### src/rtl/assert_macros.svh
// assertion macros shared by the rtl modules
`ifndef ASSERT_MACROS_SVH
`define ASSERT_MACROS_SVH

// same-cycle implication, checked outside reset
`define ASSERT_NOW(label, ante, cons) \
    label: assert property (@(posedge clk) disable iff (!rst_n) (ante) |-> (cons)) \
        else $error("assertion failed");

// next-cycle implication, checked outside reset
`define ASSERT_NEXT(label, ante, cons) \
    label: assert property (@(posedge clk) disable iff (!rst_n) (ante) |=> (cons)) \
        else $error("assertion failed");

`endif

### src/rtl/xs256_pkg.sv
// types and constants of the xoshiro256** generator
package xs256_pkg;

    localparam logic FUNC_SEED = 1'b0;
    localparam logic FUNC_DRAW = 1'b1;

    localparam logic [63:0] GOLDEN_GAMMA = 64'h9e3779b97f4a7c15;
    localparam logic [63:0] MIX_MUL_A    = 64'hbf58476d1ce4e5b9;
    localparam logic [63:0] MIX_MUL_B    = 64'h94d049bb133111eb;

    localparam int WORD_ROT     = 45;
    localparam int LANE_SHIFT   = 17;
    localparam int NARROW_SHIFT = 33;
    localparam int NARROW_W     = 31;

    typedef struct packed {
        logic        func;
        logic [63:0] seed_value;
    } item_t;

    typedef struct packed {
        logic  valid;
        item_t item;
    } head_t;

    typedef enum logic [5:0] {
        ST_IDLE  = 6'b000001,
        ST_MIX   = 6'b000010,
        ST_MULA  = 6'b000100,
        ST_MIDB  = 6'b001000,
        ST_MULB  = 6'b010000,
        ST_STORE = 6'b100000
    } state_t;

endpackage

### src/rtl/xs256_front.sv
// input acceptance and the item queue ahead of the generator core
`include "assert_macros.svh"

module xs256_front #(
    parameter int QUEUE_DEPTH = 2
) (
    input  logic                clk,
    input  logic                rst_n,
    input  logic                in_valid,
    output logic                in_ready,
    input  logic                func,
    input  logic [63:0]         seed_value,
    output xs256_pkg::head_t    head,
    input  logic                pop
);

    localparam int PTR_W = (QUEUE_DEPTH > 1) ? $clog2(QUEUE_DEPTH) : 1;
    localparam int CNT_W = $clog2(QUEUE_DEPTH + 1);
    localparam logic [PTR_W-1:0] LAST_PTR = PTR_W'(QUEUE_DEPTH - 1);
    localparam logic [CNT_W-1:0] FULL_CNT = CNT_W'(QUEUE_DEPTH);

    xs256_pkg::item_t     slots_reg [QUEUE_DEPTH];
    logic [PTR_W-1:0]     wr_ptr_reg;
    logic [PTR_W-1:0]     wr_ptr_next;
    logic [PTR_W-1:0]     rd_ptr_reg;
    logic [PTR_W-1:0]     rd_ptr_next;
    logic [CNT_W-1:0]     count_reg;
    logic [CNT_W-1:0]     count_next;
    logic                 push;
    logic                 do_pop;

    assign in_ready = (count_reg != FULL_CNT);
    assign push     = in_valid && in_ready;
    assign do_pop   = pop && (count_reg != '0);

    assign head.valid = (count_reg != '0);
    assign head.item  = slots_reg[rd_ptr_reg];

    always_comb
    begin
        wr_ptr_next = wr_ptr_reg;
        rd_ptr_next = rd_ptr_reg;
        count_next  = count_reg;
        if (push)
        begin
            wr_ptr_next = (wr_ptr_reg == LAST_PTR) ? '0 : wr_ptr_reg + 1'b1;
        end
        if (do_pop)
        begin
            rd_ptr_next = (rd_ptr_reg == LAST_PTR) ? '0 : rd_ptr_reg + 1'b1;
        end
        if (push && !do_pop)
        begin
            count_next = count_reg + 1'b1;
        end
        else if (do_pop && !push)
        begin
            count_next = count_reg - 1'b1;
        end
    end

    always_ff @(posedge clk or negedge rst_n)
    begin
        if (!rst_n)
        begin
            wr_ptr_reg <= '0;
            rd_ptr_reg <= '0;
            count_reg  <= '0;
        end
        else
        begin
            wr_ptr_reg <= wr_ptr_next;
            rd_ptr_reg <= rd_ptr_next;
            count_reg  <= count_next;
        end
    end

    always_ff @(posedge clk)
    begin
        if (push)
        begin
            slots_reg[wr_ptr_reg].func       <= func;
            slots_reg[wr_ptr_reg].seed_value <= seed_value;
        end
    end

    `ASSERT_NOW(a_count_bound, 1'b1, count_reg <= FULL_CNT)
    `ASSERT_NOW(a_pop_nonempty, pop, count_reg != '0)
    `ASSERT_NEXT(a_push_grows, push && !do_pop, count_reg == $past(count_reg) + 1'b1)

endmodule

### src/rtl/xs256_back.sv
// generator state, splitmix64 seeding sequencer and draw datapath
`include "assert_macros.svh"

module xs256_back (
    input  logic                 clk,
    input  logic                 rst_n,
    input  xs256_pkg::head_t     head,
    output logic                 pop,
    output logic                 out_valid,
    input  logic                 out_ready,
    output logic [63:0]          random_value,
    output logic [30:0]          random_31,
    output logic                 unseeded_draw
);

    xs256_pkg::state_t state_reg;
    xs256_pkg::state_t state_next;
    logic [63:0]       words_reg [4];
    logic [63:0]       words_next [4];
    logic [63:0]       w1x5_reg;
    logic [63:0]       w1x5_next;
    logic              seeded_reg;
    logic              seeded_next;
    logic [63:0]       acc_reg;
    logic [63:0]       acc_next;
    logic [63:0]       opnd_reg;
    logic [63:0]       opnd_next;
    logic [63:0]       prod_reg;
    logic [63:0]       prod_next;
    logic [1:0]        step_reg;
    logic [1:0]        step_next;
    logic [1:0]        idx_reg;
    logic [1:0]        idx_next;
    logic              out_valid_reg;
    logic              out_valid_next;
    logic [63:0]       random_value_reg;
    logic [63:0]       random_value_next;
    logic              unseeded_reg;
    logic              unseeded_next;

    logic [63:0]       mul_const;
    logic [31:0]       mul_x;
    logic [31:0]       mul_y;
    logic [63:0]       mul_p;
    logic [63:0]       acc_sum;
    logic [63:0]       mix_out;
    logic [63:0]       rot5;
    logic [63:0]       scramble;
    logic [63:0]       t2;
    logic [63:0]       t3;
    logic [63:0]       n1;

    assign pop = head.valid && (state_reg == xs256_pkg::ST_IDLE)
                 && (!out_valid_reg || out_ready);

    assign mul_const = (state_reg == xs256_pkg::ST_MULB) ? xs256_pkg::MIX_MUL_B
                                                         : xs256_pkg::MIX_MUL_A;
    assign mul_x   = (step_reg == 2'd2) ? opnd_reg[63:32] : opnd_reg[31:0];
    assign mul_y   = (step_reg == 2'd1) ? mul_const[63:32] : mul_const[31:0];
    assign mul_p   = mul_x * mul_y;
    assign acc_sum = acc_reg + xs256_pkg::GOLDEN_GAMMA;
    assign mix_out = prod_reg ^ (prod_reg >> 31);

    // starstar scramble: rotl(w1 * 5, 7) * 9
    assign rot5     = {w1x5_reg[56:0], w1x5_reg[63:57]};
    assign scramble = (rot5 << 3) + rot5;

    assign t2 = words_reg[2] ^ words_reg[0];
    assign t3 = words_reg[3] ^ words_reg[1];
    assign n1 = words_reg[1] ^ t2;

    always_comb
    begin
        state_next        = state_reg;
        words_next        = words_reg;
        w1x5_next         = w1x5_reg;
        seeded_next       = seeded_reg;
        acc_next          = acc_reg;
        opnd_next         = opnd_reg;
        prod_next         = prod_reg;
        step_next         = step_reg;
        idx_next          = idx_reg;
        out_valid_next    = out_valid_reg && !out_ready;
        random_value_next = random_value_reg;
        unseeded_next     = unseeded_reg;

        unique case (state_reg)
            xs256_pkg::ST_IDLE:
            begin
                if (pop)
                begin
                    if (head.item.func == xs256_pkg::FUNC_SEED)
                    begin
                        acc_next   = head.item.seed_value;
                        idx_next   = 2'd0;
                        state_next = xs256_pkg::ST_MIX;
                    end
                    else
                    begin
                        out_valid_next = 1'b1;
                        if (seeded_reg)
                        begin
                            random_value_next = scramble;
                            unseeded_next     = 1'b0;
                            words_next[0]     = words_reg[0] ^ t3;
                            words_next[1]     = n1;
                            words_next[2]     = t2 ^ (words_reg[1] << xs256_pkg::LANE_SHIFT);
                            words_next[3]     = {t3[63-xs256_pkg::WORD_ROT:0],
                                                 t3[63:64-xs256_pkg::WORD_ROT]};
                            w1x5_next         = (n1 << 2) + n1;
                        end
                        else
                        begin
                            random_value_next = '0;
                            unseeded_next     = 1'b1;
                        end
                    end
                end
            end
            xs256_pkg::ST_MIX:
            begin
                acc_next   = acc_sum;
                opnd_next  = acc_sum ^ (acc_sum >> 30);
                step_next  = 2'd0;
                state_next = xs256_pkg::ST_MULA;
            end
            xs256_pkg::ST_MULA,
            xs256_pkg::ST_MULB:
            begin
                if (step_reg == 2'd0)
                begin
                    prod_next = mul_p;
                end
                else
                begin
                    prod_next[63:32] = prod_reg[63:32] + mul_p[31:0];
                end
                step_next = step_reg + 2'd1;
                if (step_reg == 2'd2)
                begin
                    step_next  = 2'd0;
                    state_next = (state_reg == xs256_pkg::ST_MULA) ? xs256_pkg::ST_MIDB
                                                                   : xs256_pkg::ST_STORE;
                end
            end
            xs256_pkg::ST_MIDB:
            begin
                opnd_next  = prod_reg ^ (prod_reg >> 27);
                state_next = xs256_pkg::ST_MULB;
            end
            xs256_pkg::ST_STORE:
            begin
                words_next[idx_reg] = mix_out;
                if (idx_reg == 2'd1)
                begin
                    w1x5_next = (mix_out << 2) + mix_out;
                end
                if (idx_reg == 2'd3)
                begin
                    seeded_next       = 1'b1;
                    out_valid_next    = 1'b1;
                    random_value_next = '0;
                    unseeded_next     = 1'b0;
                    state_next        = xs256_pkg::ST_IDLE;
                end
                else
                begin
                    idx_next   = idx_reg + 2'd1;
                    state_next = xs256_pkg::ST_MIX;
                end
            end
            default:
            begin
                state_next = xs256_pkg::ST_IDLE;
            end
        endcase
    end

    always_ff @(posedge clk or negedge rst_n)
    begin
        if (!rst_n)
        begin
            state_reg        <= xs256_pkg::ST_IDLE;
            words_reg        <= '{default: '0};
            w1x5_reg         <= '0;
            seeded_reg       <= 1'b0;
            step_reg         <= '0;
            idx_reg          <= '0;
            out_valid_reg    <= 1'b0;
            random_value_reg <= '0;
            unseeded_reg     <= 1'b0;
        end
        else
        begin
            state_reg        <= state_next;
            words_reg        <= words_next;
            w1x5_reg         <= w1x5_next;
            seeded_reg       <= seeded_next;
            step_reg         <= step_next;
            idx_reg          <= idx_next;
            out_valid_reg    <= out_valid_next;
            random_value_reg <= random_value_next;
            unseeded_reg     <= unseeded_next;
        end
    end

    always_ff @(posedge clk)
    begin
        acc_reg  <= acc_next;
        opnd_reg <= opnd_next;
        prod_reg <= prod_next;
    end

    assign out_valid     = out_valid_reg;
    assign random_value  = random_value_reg;
    assign random_31     = random_value_reg[63 -: xs256_pkg::NARROW_W];
    assign unseeded_draw = unseeded_reg;

    `ASSERT_NOW(a_pop_idle, pop, state_reg == xs256_pkg::ST_IDLE)
    `ASSERT_NOW(a_w1x5_track, 1'b1, w1x5_reg == (words_reg[1] << 2) + words_reg[1])
    `ASSERT_NOW(a_flag_zero, out_valid_reg && unseeded_reg, random_value_reg == '0)
    `ASSERT_NOW(a_flag_unseeded, out_valid_reg && unseeded_reg, !seeded_reg)

endmodule

### src/rtl/xoshiro256ss_generator.sv
// top level of the xoshiro256** generator with splitmix64 seeding
// draw: queued, then popped into the output register; one draw per cycle sustained while
//   out_ready is high and no seed runs; seed: four splitmix64 rounds of MIX, MULA, MIDB,
//   MULB and STORE, the shared 32x32 multiplier taking three partial products per multiply
// the input queue accepts while the core is busy, up to QUEUE_DEPTH items
// reset clears the state words, the seeded flag, the queue and the output register
module xoshiro256ss_generator #(
    parameter int QUEUE_DEPTH = 2
) (
    input  logic        clk,
    input  logic        rst_n,
    input  logic        in_valid,
    output logic        in_ready,
    input  logic        func,
    input  logic [63:0] seed_value,
    output logic        out_valid,
    input  logic        out_ready,
    output logic [63:0] random_value,
    output logic [30:0] random_31,
    output logic        unseeded_draw
);

    xs256_pkg::head_t head;
    logic             pop;

    xs256_front #(
        .QUEUE_DEPTH (QUEUE_DEPTH)
    ) u_front (
        .clk        (clk),
        .rst_n      (rst_n),
        .in_valid   (in_valid),
        .in_ready   (in_ready),
        .func       (func),
        .seed_value (seed_value),
        .head       (head),
        .pop        (pop)
    );

    xs256_back u_back (
        .clk           (clk),
        .rst_n         (rst_n),
        .head          (head),
        .pop           (pop),
        .out_valid     (out_valid),
        .out_ready     (out_ready),
        .random_value  (random_value),
        .random_31     (random_31),
        .unseeded_draw (unseeded_draw)
    );

endmodule
### config.mk
export PLATFORM = sky130hd
export DESIGN_NAME = xoshiro256ss_generator
export DESIGN_NICKNAME = d
export VERILOG_FILES = /design/src/rtl/xs256_pkg.sv /design/src/rtl/xs256_front.sv /design/src/rtl/xs256_back.sv /design/src/rtl/xoshiro256ss_generator.sv
export VERILOG_INCLUDE_DIRS = /design/src /design/src/rtl
export SDC_FILE = /design/constraint.sdc
export NUM_CORES = 2
export LEC_CHECK = 0
export ABC_AREA = 1
export BUFFER_PORTS_ARGS = -buffer_cell sky130_fd_sc_hd__buf_2
export CAP_MARGIN = 10
export CORE_MARGIN = 5
export CORE_UTILIZATION = 60
export CTS_BUF_LIST = sky130_fd_sc_hd__clkbuf_8 sky130_fd_sc_hd__clkbuf_16
export CTS_CLUSTER_DIAMETER = 150
export DETAILED_ROUTE_END_ITERATION = 6
export PLACE_DENSITY = 0.77
export SLEW_MARGIN = 20
export SYNTH_ARGS = -nofsm -noshare
export SYNTH_HDL_FRONTEND = slang
export SYNTH_SLANG_ARGS = --single-unit
### constraint.sdc
create_clock -name clk -period 12.1 [get_ports clk]
set_input_delay 1.21 -clock clk [delete_from_list [all_inputs] [get_ports clk]]
set_output_delay 1.21 -clock clk [all_outputs]
set_load 0.02 [all_outputs]
==> metrics <==
most common cell after layout, fill and taps aside nand2_1; H-tree depth 3; ys async rst share 0.555; Tot GR Track Use 0.449; RSZ-0062 raised after global routing false; required time worst endpoint 12580 ps; pin count of the biggest net entering global routing 117; Final Max Slew Viols 0; number of global-route vias before repair around 80k; Worst Path Max Fanout 24; CTS Sinks 723; via count 82.6k; Reg-to-Reg Start u_back.state_reg[2]$_DFFE_PN0P_; flop2flop setup slack 840 ps; detailed-route vias per instance a little over 6; Syn Area/Cell between 7 and 8 um2; HP Start u_back.random_value[32]$_DFFE_PN0P_; Worst EP arrival between 10000 and 15000 ps; Syn Nets 13.1k; flip-flop count of the largest register after layout 256; # setup viols final 0; initial DRC count 11.3k; hold_buf cts 0; area grow syn2layout 6.20%; post-CTS sizing 0; #FFs+latches synth slightly above 700; share of layout cells above drive strength 1 0.0501; slowest cell on the critical path inv_1; Hold Crit Class register to register; GPL Wtd Cong ~1.1; status finished, violations left; Post-synth EDFFs 322; Setup Fix Bufs, Post-CTS 0; warnings from Yosys 0; DRT Wirelength 346 mm; setup tns final 0 ps; initial antenna violation count 25; Buffers on Ports between 150 and 200; CTS tree done; Root Driver clkbuf_16; design area 0.0911 mm2; path depth of the worst reg2reg path 35; cell area after synthesis 0.0858 mm2; worst setup path class register to register; Post-Syn Instances 11.6k; DP HPWL 282 mm; FMAX 0.0888 GHz; CTS clk-pin slew, worst paths 70 ps; grt total ovfl 0; DIE AREA roughly 0.15 mm2; Yosys cell types 57; r2r endpoint u_back.prod_reg[63]$_DFFE_PP_; first-pass GRT wire length 506 mm; Worst setup startpoint u_back.state_reg[2]$_DFFE_PN0P_; DRC viols 1; final core occ 0.643; hold depth 2; Final nets 13.1k; FILL cells 12.4k; Initial Utilization 0.605; first-pass detailed-route iteration total 7; fin crit share 0.931; row count 138; final antenna-violating net count 0; Die Ht approximately 390 um; CP Capture Type register; Worst Hold Path EP u_back.random_value[32]$_DFFE_PN0P_; clock tree buffer depth 3; CP peak stage delay 940 ps; Post-synth top flop dfrtp_1; IO Count 167; Core Region about 0.14 mm2; post-synthesis sequential area ratio 0.230; final setup skew 70.7 ps; final hold violation count 0; Max Cap Viol 0; failing checks DRC; Area after DPL 0.0883 mm2; Slew headroom 0.158; Die Wd 388 um; Worst setup SP type register; WL/cell 25.4 um; slew at the pin closest to its max-slew limit 1250 ps; Num CTS Buffers just over 80; commonest cells after routing, fill and taps aside 2839 x nand2_1, 2295 x inv_1, 1252 x nor2_1; clock latency on the worst-skew pair 740 ps; crit path time final 11260 ps
cell type report:
class,count,area (um2),area share
tap,1890,2360,0.0260
clock inverter,64,596,0.00654
timing repair buffer,291,1800,0.0197
antenna,8,20.0,0.000220
sequential,723,19700,0.216
inverter,2289,8610,0.0945
multi-input combinational,8267,55900,0.613
clock buffer,89,2160,0.0237
worst max-delay path, delay by kind of cell, from the launching register on:
kind / cells / cell delay [ps]
adder cells (fa/ha/maj): 11 / 5450
flip-flops: 1 / 470
AO/OA/AOI/OAI: 2 / 820
buffers and inverters: 8 / 1550
XOR/XNOR: 1 / 330
AND/OR/NAND/NOR: 13 / 2360
kinds of logic after synthesis:
logic type,share of synthesized area
fa+ha+maj,0.274
buf+inv,0.120
mux,0.000350
xor+xnor,0.0381
compound gates,0.100
flops,0.230
simple gates,0.237
metal layers:
layer  GRT usage  part of all wire
met1       0.597              0.37
met2       0.640              0.41
met3       0.161              0.15
met4       0.248             0.072
met5           0           0.00053
cells in the mapped netlist, types with 75 or more instances:
| cell type | number | area share |
|---|---|---|
| nand2_1 | 2840 | 0.12 |
| o21ai_1 | 92 | 0.0054 |
| a21oi_1 | 413 | 0.024 |
| nor3_1 | 84 | 0.0049 |
| xor2_1 | 234 | 0.024 |
| inv_1 | 2280 | 0.10 |
| a31oi_1 | 221 | 0.016 |
| or2_2 | 75 | 0.0055 |
| xnor2_1 | 139 | 0.014 |
| fa_1 | 826 | 0.19 |
| ha_1 | 557 | 0.081 |
| nor2_1 | 1260 | 0.055 |
| clkbuf_1 | 229 | 0.010 |
| dfrtp_1 | 400 | 0.12 |
| o21ai_0 | 545 | 0.032 |
| nand3_1 | 602 | 0.035 |
| edfxtp_1 | 322 | 0.11 |
metrics by stage:
step	std cells	hold slack (ps)	worst slack, ps
2_1_floorplan	11632	432	2820
3_3_place_gp	13459	463	1120
3_5_place_dp	13459	465	1080
4_1_cts	13612	482	1040
5_1_grt	13613	511	295
6_report	13621	480	836
how the worst max path moves through the flow:
| stage | slack, ps | to |
|---|---|---|
| CTS | 1040 | u_back.prod_reg[63]$_DFFE_PP_ |
| global route | 300 | u_back.prod_reg[63]$_DFFE_PP_ |
| finish | 840 | u_back.prod_reg[63]$_DFFE_PP_ |
| global placement | 1120 | u_back.prod_reg[63]$_DFFE_PP_ |
| floorplan | 2820 | u_back.prod_reg[61]$_DFFE_PP_ |
| detailed placement | 1080 | u_back.prod_reg[63]$_DFFE_PP_ |
Power is not shown: default switching activity piles up to over one toggle a cycle in this logic, so the estimate is an artifact.
